## src/rtl/assert_macros.svh

```systemverilog
// Assertion macros for the inverse participation ratio block.
// Depends on a clock named i_clk and an active-low reset named i_rst_n in the using scope.
`ifndef ASSERT_MACROS_SVH
`define ASSERT_MACROS_SVH
`ifndef SYNTHESIS
`define IPR_ASSERT(label, prop) \
    label: assert property (@(posedge i_clk) disable iff (!i_rst_n) prop) \
        else $error("assertion failed");
`define IPR_ASSERT_NEXT(label, cause, effect) \
    label: assert property (@(posedge i_clk) disable iff (!i_rst_n) (cause) |=> (effect)) \
        else $error("assertion failed");
`else
`define IPR_ASSERT(label, prop)
`define IPR_ASSERT_NEXT(label, cause, effect)
`endif
`endif

```

## src/rtl/ipr_pkg.sv

```systemverilog
// Shared constants, types and state codes of the inverse participation ratio block.
// No dependencies.
package ipr_pkg;

    localparam int DEF_MAX_SAMPLES = 4096;
    localparam int DEF_MAX_BINS    = 256;
    localparam int DEF_SAMPLE_BITS = 32;

    localparam int BIN_COUNT_W = 9;
    localparam logic [BIN_COUNT_W-1:0] BIN_COUNT_RST = 9'd10;

    localparam int RATIO_W   = 25;
    localparam int TOTAL_W   = 13;
    localparam int FRAC_BITS = 16;
    localparam logic [RATIO_W-1:0] RATIO_ONE = 25'd65536;
    localparam longint unsigned RATIO_MAX = 64'd33554431;

    localparam int QUEUE_DEPTH = 2;

    localparam int APB_AW    = 3;
    localparam int APB_DW    = 32;
    localparam int REG_IDX_W = APB_AW - 2;
    localparam logic [REG_IDX_W-1:0] REG_BIN_COUNT = 1'b0;

    typedef enum logic [3:0] {
        ST_CLEAR,
        ST_IDLE,
        ST_LOAD,
        ST_OFFSET,
        ST_MUL,
        ST_BIN_START,
        ST_BIN_WAIT,
        ST_BIN_RD,
        ST_BIN_WR,
        ST_SUM,
        ST_DRAIN,
        ST_RATIO_START,
        ST_RATIO_WAIT,
        ST_OUT
    } t_back_state;

    typedef struct packed {
        logic clearing;
        logic store_busy;
    } t_back_stat;

endpackage

```

## src/rtl/ipr_fifo.sv

```systemverilog
// Short job queue between the sample front end and the binning back end.
// Depends on ipr_pkg.
module ipr_fifo import ipr_pkg::*; #(
    parameter int WIDTH = 8,
    parameter int DEPTH = QUEUE_DEPTH
) (
    input  logic             i_clk,
    input  logic             i_rst_n,
    input  logic             i_push,
    input  logic [WIDTH-1:0] i_data,
    input  logic             i_pop,
    output logic [WIDTH-1:0] o_data,
    output logic             o_empty,
    output logic             o_full
);
    localparam int PW   = (DEPTH > 1) ? $clog2(DEPTH) : 1;
    localparam int CNTW = $clog2(DEPTH + 1);
    localparam logic [PW-1:0]   LAST_PTR = PW'(DEPTH - 1);
    localparam logic [CNTW-1:0] FULL_CNT = CNTW'(DEPTH);

    logic [WIDTH-1:0] r_mem [DEPTH];
    logic [PW-1:0]    r_wp, r_rp;
    logic [CNTW-1:0]  r_cnt;

    assign o_data  = r_mem[r_rp];
    assign o_empty = (r_cnt == '0);
    assign o_full  = (r_cnt == FULL_CNT);

    always_ff @(posedge i_clk) begin
        if (!i_rst_n) begin
            r_wp  <= '0;
            r_rp  <= '0;
            r_cnt <= '0;
        end else begin
            if (i_push) begin
                r_wp <= (r_wp == LAST_PTR) ? '0 : r_wp + PW'(1);
            end
            if (i_pop) begin
                r_rp <= (r_rp == LAST_PTR) ? '0 : r_rp + PW'(1);
            end
            if (i_push && !i_pop) begin
                r_cnt <= r_cnt + CNTW'(1);
            end else if (!i_push && i_pop) begin
                r_cnt <= r_cnt - CNTW'(1);
            end
        end
    end

    always_ff @(posedge i_clk) begin
        if (i_push) begin
            r_mem[r_wp] <= i_data;
        end
    end
endmodule

```

## config.mk

```make
export PLATFORM = sky130hd
export DESIGN_NAME = ipr_fifo
export DESIGN_NICKNAME = d
export VERILOG_FILES = /design/src/rtl/assert_macros.svh /design/src/rtl/ipr_pkg.sv /design/src/rtl/ipr_fifo.sv
export SDC_FILE = /design/constraint.sdc
export NUM_CORES = 1
export LEC_CHECK = 0
export BUFFER_PORTS_ARGS = -buffer_cell sky130_fd_sc_hd__buf_2
export CAP_MARGIN = 25
export CORE_MARGIN = 1.5
export CORE_UTILIZATION = 45
export DETAILED_ROUTE_END_ITERATION = 8
export PLACE_DENSITY = 0.8
export SYNTH_ARGS = -nofsm -noshare
export SYNTH_HDL_FRONTEND = slang
export SYNTH_SLANG_ARGS = --single-unit
export TNS_END_PERCENT = 20
```

## constraint.sdc

```tcl
create_clock -name i_clk -period 1.45 [get_ports i_clk]
set_clock_uncertainty 0.15 [all_clocks]
set_input_delay 0.145 -clock i_clk [delete_from_list [all_inputs] [get_ports i_clk]]
set_output_delay 0.145 -clock i_clk [all_outputs]
set_load 0.01 [all_outputs]
```

==> results_dict.tcl <==
set metrics [dict create \
    crit_family "flip-flops" \
    syn-instance-count 47 \
    die_x_um 45.0 \
    grt_pass1_wl_um 1870 \
    post_synth_and_or_nand_nor_area_fraction_pct 7.09 \
    clock-root-buffer "clkbuf_4" \
    rsz0062_at_grt "true" \
    cp-start-kind "flip-flop" \
    pre_cts_slack_ns 0.0887 \
    hpwlAfterDp_um 791 \
    syn_avg_cell_area_um2 16.9 \
    port_buffers 21 \
    violations "negative setup slack" \
    power_density_nw_per_um2 1070 \
    fin_cells 98 \
    vias 475 \
    timing_hold_violations_final 0 \
    fin_crit_ns 1.48 \
    worstPathBufferInverterCount 1 \
    min_from "i_pop" \
    setup_slack_ns -0.0345 \
    wl_met3_um 50 \
    synth_flop_cell "edfxtp_1" \
    routed_wl_um 1280 \
    highest_layer "met4" \
    drive_gt1_share_pct 43.2 \
    ant_nets 0 \
    worst_ep_arrival_time_ns 1.19 \
    htree_num_levels 1 \
    routedWlPerCell_um 13.1 \
    diodes 0 \
    timing.final.crit_share_pct 102 \
    placed_cell_area_um2 923 \
    final_area_um2 1120 \
    max_freq_mhz 674 \
    setup_tns_ns -0.250 \
    synthDistinctLibCells 16 \
    first_global_vias 463 \
    core_area_um2 1690 \
    synth_area_um2 795 \
    synth_nets 60 \
    initialDrtViolationCount 4 \
    cts_buffers 3 \
    min_path_type "input pin to flip-flop" \
    critPathSlowestCell "dfxtp_4" \
    leakagePower_uw 0.000467 \
    cts_setup_buffers 0 \
    async_flop_share_pct 0 \
    gp_routability_congestion 0.640 \
    tightest_slew_ns 0.396 \
    row_count 15 \
    fin_util_pct 66.5 \
    dr.pass1.iters 2 \
    wl_met2_um 673 \
    synth_compound_area_share_pct 2.52 \
    setup_viol 8 \
    endpoint_kind "output port" \
    cp_max_fo 8 \
    path_cells "mux2_4 -> buf_6" \
    synth_top_family_by_area "multiplexers" \
    final_nets 95 \
    synth-xor-area-share_pct 3.31 \
    ys_seq_elements 21 \
    slew_violations 0 \
    clkSinkCount 21 \
    cts_tree "built" \
    path_clk_slew_ns 0.11 \
    synth_edf_count 16 \
    clk-insertion-delay-late_ns 0.29 \
    dieArea_um2 2030 \
    slew_headroom_pct 73.6 \
    globalRouteOverflowTotal 0 \
    grt_util_all_layers_pct 13.8 \
    crit_type "flip-flop to output port" \
    dp_cells 85 \
    crit_required_ns 1.15 \
    antenna_found_initial 0 \
    status "finished with violations" \
    drc 0 \
    ios 22 \
    grt_max_degree 12 \
    synthMuxAreaShare_pct 11.3 \
    ir_drop_v 0.000572 \
    via_per_inst 4.85 \
    start_util_pct 47.0 \
    ys_seq_area_share_pct 73.1 \
    met1_length_um 543 \
    max_stage_delay_ns 0.45 \
    die_h_um 45.0 \
    ys_warn_count 0 \
    cts_buffer_depth 2 \
    area_delta_synth_final_pct 41.4 \
    max_cap_viol_count 0 \
    r2r_start "r_wp$_SDFFE_PN0P_" \
    synth_fa_ha_area_share_pct 1.57 \
]
-- cells by family after synthesis --
group | after synthesis
DFF | 21
muxes | 8
and+or+nand+nor | 9
xor gates and xnor gates | 3
buffers and inverters | 2
AOI/OAI and AO/OA | 3
adders and majority gates | 1
-- worst paths after layout --
kind | depth (start not counted) | to | slack (ns)
setup / recovery | 2 | o_data[0] | -0.03
hold / removal | 3 | flip-flop | 0.03
setup reg to reg | 1 | r_mem[1][0]$_DFFE_PP_ | 0.23
hold reg to reg | 2 | r_cnt[1]$_SDFFE_PN0P_ | 0.36
-- where the power goes --
group | total [µW] | switching [µW] | internal (µW) | leakage (µW)
Clock | 261 | 154 | 107 | 0.0000150
Combinational | 218 | 78.1 | 140 | 0.000260
Sequential | 718 | 29.1 | 689 | 0.000192
Total | 1200 | 261 | 936 | 0.000467
-- Yosys cell counts, drive strengths merged (2+ instances only) --
cell type / number / area, µm²
edfxtp: 16 / 480
mux2: 8 / 90.1
dfxtp: 5 / 100
nor2b: 2 / 12.5
xor2: 2 / 17.5
and2: 4 / 25.0
-- worst min-delay path, delay by kind of cell --
| kind | cells | cell delay, ns |
|---|---|---|
| simple gates | 1 | 0.14 |
| xor+xnor | 1 | 0.06 |
| buf+inv | 1 | 0.09 |
-- placed cells by master, fill, tap and decap left out --
| master | Yosys | routed |
|---|---|---|
| o21a_1 | 1 | 1 |
| and2b_2 | 1 | 1 |
| or3_1 | 1 | 1 |
| and2_1 | 4 | 4 |
| xor2_1 | 2 | 2 |
| buf_4 | 0 | 1 |
| o21ai_0 | 1 | 1 |
| ha_1 | 1 | 1 |
| dfxtp_4 | 0 | 1 |
| xnor2_1 | 1 | 1 |
| nor2b_1 | 2 | 2 |
| dlygate4sd3_1 | 0 | 9 |
| buf_6 | 0 | 8 |
| nor2_1 | 1 | 1 |
| mux2_4 | 0 | 8 |
| clkbuf_1 | 0 | 1 |
| clkbuf_4 | 0 | 3 |
| inv_1 | 1 | 1 |
| dfxtp_1 | 5 | 4 |
| a21boi_1 | 1 | 1 |
| buf_2 | 1 | 13 |
| edfxtp_1 | 16 | 16 |
-- per-layer routing --
metal / vias to the layer above / track usage (%)
li1: 240 / -
met1: 218 / 13.2
met2: 15 / 25.1
met3: 2 / 4.00
met4: 0 / 8.82
met5: - / 0
-- layout make-up --
cell class,instances,area [µm²]
multi-input cells,24,235
repair buffers,31,253
well taps,17,21.3
fillers,136,566
clock buffers,4,26.3
inverters,1,3.75
flip-flops and latches,21,584
-- stage by stage --
step	power [µW]	hold slack, ns
2_1_floorplan	817	0.0939
3_3_place_gp	874	0.184
3_5_place_dp	882	0.187
4_1_cts	1210	0.0289
5_1_grt	1250	0.0337
6_report	1200	0.0319
-- sequential cells by signal (all words and copies together) (netlist names), named ones only --
register / count
r_rp: 1
r_mem: 16
r_wp: 1
r_cnt: 2
-- repair_timing --
action                                  4_1_cts  5_1_grt
endpoints found under the setup margin        8        8
hold buffers                                  9        0
gates resized for setup                      18        0
endpoints found under the hold margin        21        0
Power figures use the tool's default switching activity.
