## src/rtl/assert_macros.svh

```systemverilog
// Assertion macros for the inverse participation ratio block.
// Depends on a clock named i_clk and an active-low reset named i_rst_n in the using scope.
`ifndef ASSERT_MACROS_SVH
`define ASSERT_MACROS_SVH
`ifndef SYNTHESIS
`define IPR_ASSERT(label, prop) \
    label: assert property (@(posedge i_clk) disable iff (!i_rst_n) prop) \
        else $error("assertion failed");
`define IPR_ASSERT_NEXT(label, cause, effect) \
    label: assert property (@(posedge i_clk) disable iff (!i_rst_n) (cause) |=> (effect)) \
        else $error("assertion failed");
`else
`define IPR_ASSERT(label, prop)
`define IPR_ASSERT_NEXT(label, cause, effect)
`endif
`endif

```

## src/rtl/ipr_pkg.sv

```systemverilog
// Shared constants, types and state codes of the inverse participation ratio block.
// No dependencies.
package ipr_pkg;

    localparam int DEF_MAX_SAMPLES = 4096;
    localparam int DEF_MAX_BINS    = 256;
    localparam int DEF_SAMPLE_BITS = 32;

    localparam int BIN_COUNT_W = 9;
    localparam logic [BIN_COUNT_W-1:0] BIN_COUNT_RST = 9'd10;

    localparam int RATIO_W   = 25;
    localparam int TOTAL_W   = 13;
    localparam int FRAC_BITS = 16;
    localparam logic [RATIO_W-1:0] RATIO_ONE = 25'd65536;
    localparam longint unsigned RATIO_MAX = 64'd33554431;

    localparam int QUEUE_DEPTH = 2;

    localparam int APB_AW    = 3;
    localparam int APB_DW    = 32;
    localparam int REG_IDX_W = APB_AW - 2;
    localparam logic [REG_IDX_W-1:0] REG_BIN_COUNT = 1'b0;

    typedef enum logic [3:0] {
        ST_CLEAR,
        ST_IDLE,
        ST_LOAD,
        ST_OFFSET,
        ST_MUL,
        ST_BIN_START,
        ST_BIN_WAIT,
        ST_BIN_RD,
        ST_BIN_WR,
        ST_SUM,
        ST_DRAIN,
        ST_RATIO_START,
        ST_RATIO_WAIT,
        ST_OUT
    } t_back_state;

    typedef struct packed {
        logic clearing;
        logic store_busy;
    } t_back_stat;

endpackage

```

## src/rtl/ipr_if.sv

```systemverilog
// Stream interfaces for sample words in and result words out.
// Depends on ipr_pkg.
interface ipr_in_if import ipr_pkg::*; #(
    parameter int SAMPLE_BITS = DEF_SAMPLE_BITS
) ();
    logic                          valid;
    logic                          ready;
    logic signed [SAMPLE_BITS-1:0] sample;
    logic                          last_sample;

    modport source (output valid, output sample, output last_sample, input ready);
    modport sink (input valid, input sample, input last_sample, output ready);
endinterface


```

## src/rtl/ipr_front.sv

```systemverilog
// Front end: takes sample words, tracks min, max and count, writes the sample store,
// and queues one job per set. Depends on ipr_pkg and ipr_if.
module ipr_front import ipr_pkg::*; #(
    parameter int SAMPLE_BITS = DEF_SAMPLE_BITS,
    parameter int MAX_SAMPLES = DEF_MAX_SAMPLES,
    parameter int MAX_BINS    = DEF_MAX_BINS,
    localparam int SB  = SAMPLE_BITS,
    localparam int CW  = $clog2(MAX_SAMPLES + 1),
    localparam int SAW = (MAX_SAMPLES > 1) ? $clog2(MAX_SAMPLES) : 1,
    localparam int NBW = $clog2(MAX_BINS + 1),
    localparam int JW  = 2 * SB + CW + 1 + NBW
) (
    input  logic                   i_clk,
    input  logic                   i_rst_n,
    ipr_in_if.sink                 i_in,
    input  logic [BIN_COUNT_W-1:0] i_bin_count,
    input  t_back_stat             i_stat,
    input  logic                   i_fifo_empty,
    output logic                   o_push,
    output logic [JW-1:0]          o_job,
    output logic                   o_st_en,
    output logic [SAW-1:0]         o_st_addr,
    output logic signed [SB-1:0]   o_st_data
);
    localparam logic signed [SB-1:0] MAX_POS = {1'b0, {(SB - 1){1'b1}}};
    localparam logic signed [SB-1:0] MIN_NEG = {1'b1, {(SB - 1){1'b0}}};

    logic signed [SB-1:0] r_min, r_max, n_min, n_max;
    logic [CW-1:0]        r_cnt, n_cnt;
    logic                 r_drop, n_drop;
    logic                 w_accept, w_full, w_take;
    logic [NBW-1:0]       w_nb;

    assign i_in.ready = !i_stat.clearing && !i_stat.store_busy && i_fifo_empty;

    always_comb begin
        w_accept = i_in.valid && i_in.ready;
        w_full   = (r_cnt == CW'(MAX_SAMPLES));
        w_take   = w_accept && !w_full;
        n_min    = (w_take && (i_in.sample < r_min)) ? i_in.sample : r_min;
        n_max    = (w_take && (i_in.sample > r_max)) ? i_in.sample : r_max;
        n_cnt    = w_take ? r_cnt + CW'(1) : r_cnt;
        n_drop   = r_drop || (w_accept && w_full);
        if (i_bin_count == '0) begin
            w_nb = NBW'(1);
        end else if (32'(i_bin_count) > 32'(MAX_BINS)) begin
            w_nb = NBW'(MAX_BINS);
        end else begin
            w_nb = NBW'(i_bin_count);
        end
    end

    assign o_push    = w_accept && i_in.last_sample;
    assign o_job     = {n_min, n_max, n_cnt, n_drop, w_nb};
    assign o_st_en   = w_take;
    assign o_st_addr = r_cnt[SAW-1:0];
    assign o_st_data = i_in.sample;

    always_ff @(posedge i_clk) begin
        if (!i_rst_n || o_push) begin
            r_min  <= MAX_POS;
            r_max  <= MIN_NEG;
            r_cnt  <= '0;
            r_drop <= 1'b0;
        end else begin
            r_min  <= n_min;
            r_max  <= n_max;
            r_cnt  <= n_cnt;
            r_drop <= n_drop;
        end
    end
endmodule

```

## src/flat_wrapper.sv

```systemverilog
// flat-port wrapper written by rule: the top's interface ports become plain ports
module ipr_front_flat import ipr_pkg::*;
#(
    parameter int SAMPLE_BITS = DEF_SAMPLE_BITS,
    parameter int MAX_SAMPLES = DEF_MAX_SAMPLES,
    parameter int MAX_BINS    = DEF_MAX_BINS,
    localparam int SB  = SAMPLE_BITS,
    localparam int CW  = $clog2(MAX_SAMPLES + 1),
    localparam int SAW = (MAX_SAMPLES > 1) ? $clog2(MAX_SAMPLES) : 1,
    localparam int NBW = $clog2(MAX_BINS + 1),
    localparam int JW  = 2 * SB + CW + 1 + NBW
)
  (i_clk, i_rst_n, i_bin_count, i_stat, i_fifo_empty, o_push, o_job, o_st_en, o_st_addr, o_st_data, i_in_valid, i_in_sample, i_in_last_sample, i_in_ready);
  ipr_in_if #(.SAMPLE_BITS(SAMPLE_BITS)) i_in_i ();
  input  logic i_clk;
  input  logic i_rst_n;
  input  logic [BIN_COUNT_W-1:0] i_bin_count;
  input  t_back_stat i_stat;
  input  logic i_fifo_empty;
  output logic o_push;
  output logic [JW-1:0] o_job;
  output logic o_st_en;
  output logic [SAW-1:0] o_st_addr;
  output logic signed [SB-1:0] o_st_data;
  input wire logic [$bits(i_in_i.valid)-1:0] i_in_valid;
  input wire logic [$bits(i_in_i.sample)-1:0] i_in_sample;
  input wire logic [$bits(i_in_i.last_sample)-1:0] i_in_last_sample;
  output wire logic [$bits(i_in_i.ready)-1:0] i_in_ready;
  assign i_in_i.valid = i_in_valid;
  assign i_in_i.sample = i_in_sample;
  assign i_in_i.last_sample = i_in_last_sample;
  assign i_in_ready = i_in_i.ready;
  ipr_front #(.SAMPLE_BITS(SAMPLE_BITS), .MAX_SAMPLES(MAX_SAMPLES), .MAX_BINS(MAX_BINS)) u_core (.i_clk(i_clk), .i_rst_n(i_rst_n), .i_in(i_in_i), .i_bin_count(i_bin_count), .i_stat(i_stat), .i_fifo_empty(i_fifo_empty), .o_push(o_push), .o_job(o_job), .o_st_en(o_st_en), .o_st_addr(o_st_addr), .o_st_data(o_st_data));
endmodule
```

## config.mk

```make
export PLATFORM = sky130hd
export DESIGN_NAME = ipr_front_flat
export DESIGN_NICKNAME = d
export VERILOG_FILES = /design/src/rtl/assert_macros.svh /design/src/rtl/ipr_pkg.sv /design/src/rtl/ipr_if.sv /design/src/rtl/ipr_front.sv /design/src/flat_wrapper.sv
export SDC_FILE = /design/constraint.sdc
export NUM_CORES = 1
export LEC_CHECK = 0
export ABC_CLOCK_PERIOD_IN_PS = 8000
export BUFFER_PORTS_ARGS = -buffer_cell sky130_fd_sc_hd__buf_4
export CAP_MARGIN = 20
export CORE_UTILIZATION = 54
export DETAILED_ROUTE_END_ITERATION = 16
export GPL_ROUTABILITY_DRIVEN = 0
export PLACE_DENSITY = 0.86
export SYNTH_ARGS = -nofsm -noshare
export SYNTH_HDL_FRONTEND = slang
export SYNTH_SLANG_ARGS = --single-unit
```

## constraint.sdc

```tcl
create_clock -name i_clk -period 8 [get_ports i_clk]
set_input_delay 0.4 -clock i_clk [delete_from_list [all_inputs] [get_ports i_clk]]
set_output_delay 0.4 -clock i_clk [all_outputs]
set_load 0.01 [all_outputs]
```

==> results_dict.tcl, run 1 <==
set metrics [dict create \
    status "completed" \
    clk_pin_slew_ns 0.08 \
    die_width_um 107 \
    drc 0 \
    synth_top_area_share_pct 26.3 \
    worstHoldPathCells 2 \
    cts_setup_buffers 0 \
    ys_warn_count 0 \
    slowest_delay_ns 0.76 \
    tightest_slew_ns 0.874 \
    antenna_left 0 \
    critPathRequiredTime_ns 7.60 \
    crit_arrival_ns 3.87 \
    wire_per_inst_um 15.5 \
    crit_path_start_kind "flop" \
    dieArea_mm2 0.0114 \
    clkLatencyLatePin_ns 0.35 \
    area_delta_synth_final_pct 21.2 \
    path_buf_inv 2 \
    fp.dieH_um 107 \
    portBuffers 181 \
    p_sw_mw 0.249 \
    clk_path_buf_depth 2 \
    yosys.area.top_type "dfxtp_1" \
    layout_commonest_cell "buf_4" \
    r2r_setup_slack_ns 4.52 \
    r2r_end "u_core.r_min[31]" \
    dr.first_iter.drc_count 235 \
    wl_um 14700 \
    power_leakage_nw 3.32 \
    synth.distinct_cells 47 \
    grt_max_degree 63 \
    synth_ff_type "dfxtp_1" \
    dr_total_vias 5324 \
    cts_buffers 9 \
    hold_class "in2reg" \
    p_int_mw 0.679 \
    clock-sinks 78 \
    drt-vias-per-instance 5.59 \
    placementRows 37 \
    grt_pass1_vias 5005 \
    finalMaxSlewViolations 0 \
    comb_power_share_pct 19.5 \
    switching_share_pct 26.8 \
    critPathSlowestCell "o21a_2" \
    reg2reg_depth 9 \
    wirelength_met1_um 6200 \
    path_common_cell "or4_1" \
    wl_met3_um 940 \
    syn_nets 806 \
    antenna_found_initial 0 \
    holdBufCountCts 0 \
    finalSetupViolCount 0 \
    cts_tree "built" \
    num_io_pins 182 \
    h-tree-depth 3 \
    peakVddDrop_v 0.0000932 \
    crit_family "compound AO/OA/AOI/OAI gates" \
    ys_async_sr_fraction_pct 0 \
    final_nets 925 \
    min_to "u_core.r_drop" \
    syn_inst 693 \
    final.period_utilization_pct 53.4 \
    start_util_pct 56.4 \
    grt_pass1_wl_um 23500 \
    p_per_area_mw_per_mm2 129 \
    finalSetupTns_ns 0 \
    cts-root-buf "clkbuf_8" \
    max_cap_violations 0 \
    final_cell_mix "185 x buf_4, 86 x nand2_1, 78 x dfxtp_1" \
    num_antenna_cells 0 \
    utilization_pct 68.4 \
    clock_power_share_pct 37.6 \
    crit_fanout 32 \
    overflow 0 \
    wl_met2_um 7320 \
    synth_enable_flop_cells 0 \
    syn_avg_cell_area_um2 8.56 \
    r2r-start "u_core.r_min[27]" \
    dp_hpwl_um 11000 \
    fin_crit_ns 4.27 \
    fin_skew_ns 0.00984 \
    p_seq_share_pct 42.9 \
    hold_start "i_rst_n" \
    endpoint_kind "primary output" \
    syn_area_mm2 0.00593 \
    hold_viol_final 0 \
    critPathKind "reg2out" \
    fmax_mhz 234 \
    synth_area_leaders "dfxtp_1 26%, ha_1 14%, o211ai_2 6.3%" \
    rsz0062_at_grt "false" \
    core-area_mm2 0.0105 \
    grt_usage_pct 25.8 \
    drive_above_1_share_pct 35.4 \
    slew_headroom_pct 41.7 \
    ctsResizeCount 0 \
    yosysSeqAreaShare_pct 26.3 \
    highest_layer "met4" \
    synth_seq_cells 78 \
    path_cells "inv_1, ha_1, nand4_1, or4_1, or4_1, o22ai_2, o21a_2, o21ai_0, o21ai_1, buf_4" \
    drtPass1Iterations 5 \
    fillCellCount 777 \
]
-- sequential cells by signal, indices dropped and copies added, names as in the netlist --
register,flops
u_core.r_cnt,13
u_core.r_drop,1
u_core.r_min,32
u_core.r_max,32
-- logic make-up after synthesis --
logic type / synth area share (%)
AOI/OAI and AO/OA: 18.7
xor gates and xnor gates: 1.77
adders and majority gates: 13.7
buffers and inverters: 14.1
DFF: 26.3
muxes: 11.6
and+or+nand+nor: 13.7
-- routing by layer --
layer  vias up  track usage (%)
met1      2510             31.4
met4         0             9.98
li1       2593                -
met2       196             45.0
met3        25             4.74
met5         -                0
-- final cells by class --
cell class                 instances  area (um^2)  share of cell area (%)
tap                              136          170                    2.37
inverter                          75          282                    3.91
clock inverter                     3         65.1                   0.905
multi-input combinational        463         3560                    49.4
timing repair buffer             185         1390                    19.3
sequential                        78         1560                    21.7
clock buffer                      13          169                    2.35
-- worst register-to-register path, delay by kind of cell, from the launching register on --
kind                       cells  cell delay, ns
buffers and inverters          1            0.07
and+or+nand+nor                3            1.23
AOI/OAI and AO/OA              4            1.48
adders and majority gates      1            0.33
DFF                            1            0.31
-- stage by stage --
stage	setup WS, ns	hold WS (ns)	instances	cell area [um^2]	total power [mW]
after global routing	3.51	0.303	953	7190	0.965
after CTS	3.72	0.294	953	7190	0.932
after global placement	4.11	0.455	937	6960	0.579
after detailed placement	3.97	0.463	937	6960	0.586
after floorplan	5.01	0.445	693	5930	0.512
final	3.73	0.312	953	7190	0.928
-- cells in the mapped netlist (11+ instances only) --
library cell and count:
nand2_1 86, dfxtp_1 78, inv_1 74, ha_1 65, buf_4 47, o21ai_1 45, a21oi_1 33, mux2i_1 33
mux2_2 32, o211ai_2 30, o21ai_0 16, o21ai_2 16, and2_1 15, nand4_1 14, clkbuf_1 13, nand3_1 11
-- worst max path at each step --
stage | endpoint | startpoint | depth (start not counted)
after global placement | o_job[56] | i_in_sample[27] | 10
final | o_job[56] | u_core.r_min[27] | 10
after floorplan | o_job[76] | i_in_sample[31] | 9
after detailed placement | o_job[56] | i_in_sample[31] | 10
after global routing | o_job[56] | u_core.r_min[27] | 10
after CTS | o_job[56] | u_core.r_min[27] | 10
-- power by group through the flow --
stage          registers (mW)  logic, mW  clock network (mW)
2_1_floorplan           0.406      0.106                   0
3_3_place_gp            0.407      0.173                   0
3_5_place_dp            0.407      0.179                   0
4_1_cts                 0.398      0.181               0.353
5_1_grt                 0.399      0.197               0.369
6_report                0.398      0.181               0.349
(Power assumes the default switching activity.)
==> run 2, diff against run 1 <==
- ABC_CLOCK_PERIOD_IN_PS: 8000 -> 4250
- CORE_UTILIZATION: 54 -> 53
- PLACE_DENSITY: 0.86 -> 0.85
- clock period: 8 -> 4.25 ns (I/O delays scaled with it)
==> results_dict.tcl, run 2 (synthesized netlist as in run 1, its figures left out) <==
set metrics [dict create \
    die_width_um 108 \
    start_util_pct 54.5 \
    dr.first_iter.drc_count 168 \
    critPathRequiredTime_ns 4.04 \
    crit_fanout 25 \
    layout_commonest_cell "buf_4" \
    hold_viol_final 0 \
    grt_pass1_wl_um 21900 \
    max_cap_violations 0 \
    final_cell_mix "189 x buf_4, 86 x nand2_1, 78 x dfxtp_1" \
    dp_hpwl_um 10400 \
    drive_above_1_share_pct 35.8 \
    p_per_area_mw_per_mm2 225 \
    tightest_slew_ns 0.940 \
    dr_total_vias 5154 \
    h-tree-depth 3 \
    slew_headroom_pct 37.1 \
    num_antenna_cells 0 \
    wire_per_inst_um 14.3 \
    fmax_mhz 256 \
    endpoint_kind "primary output" \
    ctsResizeCount 0 \
    antenna_found_initial 0 \
    area_delta_synth_final_pct 21.0 \
    portBuffers 181 \
    num_io_pins 182 \
    whs_ns 0.118 \
    overflow 0 \
    power_leakage_nw 3.32 \
    crit_arrival_ns 3.69 \
    placementRows 38 \
    grt_max_degree 79 \
    fin_skew_ns 0.0174 \
    grt_usage_pct 23.5 \
    drt-vias-per-instance 5.36 \
    drc 0 \
    cts-root-buf "clkbuf_8" \
    fp.dieH_um 108 \
    crit_path_start_kind "flop" \
    clk_path_buf_depth 2 \
    antenna_left 0 \
    finalSetupTns_ns 0 \
    clk_pin_slew_ns 0.08 \
    drtPass1Iterations 4 \
    reg2reg_depth 10 \
    fin_crit_ns 3.91 \
    holdBufCountCts 0 \
    final_nets 929 \
    cts_tree "built" \
    wl_um 13800 \
    grt_pass1_vias 4717 \
    critPathKind "reg2out" \
    peakVddDrop_v 0.000135 \
    cts_buffers 9 \
    finalMaxSlewViolations 0 \
    largestRegisters "u_core.r_max (32), u_core.r_min (32), u_core.r_cnt (13)" \
    final.period_utilization_pct 91.9 \
    core-area_mm2 0.0109 \
    status "completed" \
    rsz0062_at_grt "false" \
    clkLatencyLatePin_ns 0.36 \
    clock-sinks 78 \
    worstHoldPathCells 2 \
    cts_setup_buffers 0 \
    finalSetupViolCount 0 \
    hold_class "in2reg" \
    dieArea_mm2 0.0116 \
]
-- run 2: cell count changes in the layout (fill, tap and decap cells not counted) --
cell / before / now
buf_4: 185 / 189
bufinv_16: 2 / 0
clkinv_2: 1 / 3
clkbuf_1: 1 / 0
clkbuf_8: 12 / 11
clkinvlp_4: 0 / 1
inv_6: 0 / 1
-- run 2: critical path, stage by stage (launching register included) --
cell	delay, ns
dfxtp_1	0.32
inv_1	0.07
ha_1	0.30
nand4_1	0.17
or4_1	0.58
or4_1	0.44
o22ai_2	0.25
o21a_2	0.56
buf_4	0.31
o21ai_2	0.08
o21ai_1	0.13
buf_4	0.15
-- run 2: per-layer routing --
layer	track usage (%)	wire length, um	up-vias
met5	0	0	-
met4	9.59	295	0
met3	3.45	780	26
met2	39.0	6320	166
met1	30.5	6370	2356
li1	-	-	2606
-- run 2: power by group --
| group | total [mW] | internal [mW] | leakage, nW | switching, mW |
|---|---|---|---|---|
| combinational | 0.335 | 0.156 | 2.59 | 0.179 |
| sequential | 0.749 | 0.743 | 0.631 | 0.00623 |
| clock | 0.530 | 0.243 | 0.0955 | 0.286 |
-- run 2: per-stage QoR --
| step | setup WS (ns) | total power [mW] | utilization (%) | instances | cell area, um^2 |
|---|---|---|---|---|---|
| floorplan | 1.50 | 0.964 | - | 693 | 5930 |
| finish | 0.343 | 1.61 | 65.9 | 961 | 7180 |
| CTS | 0.312 | 1.63 | 65.9 | 961 | 7180 |
| global route | 0.103 | 1.69 | 65.9 | 961 | 7180 |
| detailed placement | 0.694 | 1.10 | 64.2 | 945 | 6990 |
| global placement | 0.777 | 1.10 | 64.2 | 945 | 6990 |
-- run 2: layout make-up --
type,instances,area [um^2]
Fill cell,912,3710
Multi-Input combinational cell,463,3560
Sequential cell,78,1560
Timing Repair Buffer,189,1420
Inverter,75,282
Tap cell,140,175
Clock buffer,11,151
Clock inverter,5,31.3
-- run 2: path summary, 6_finish.rpt --
path,startpoint,to,slack [ns]
max,u_core.r_min[26],o_job[60],0.34
min,i_rst_n,u_core.r_drop,0.12
min reg2reg,u_core.r_max[1],u_core.r_max[1],0.47
max reg2reg,u_core.r_min[26],u_core.r_min[28],0.98
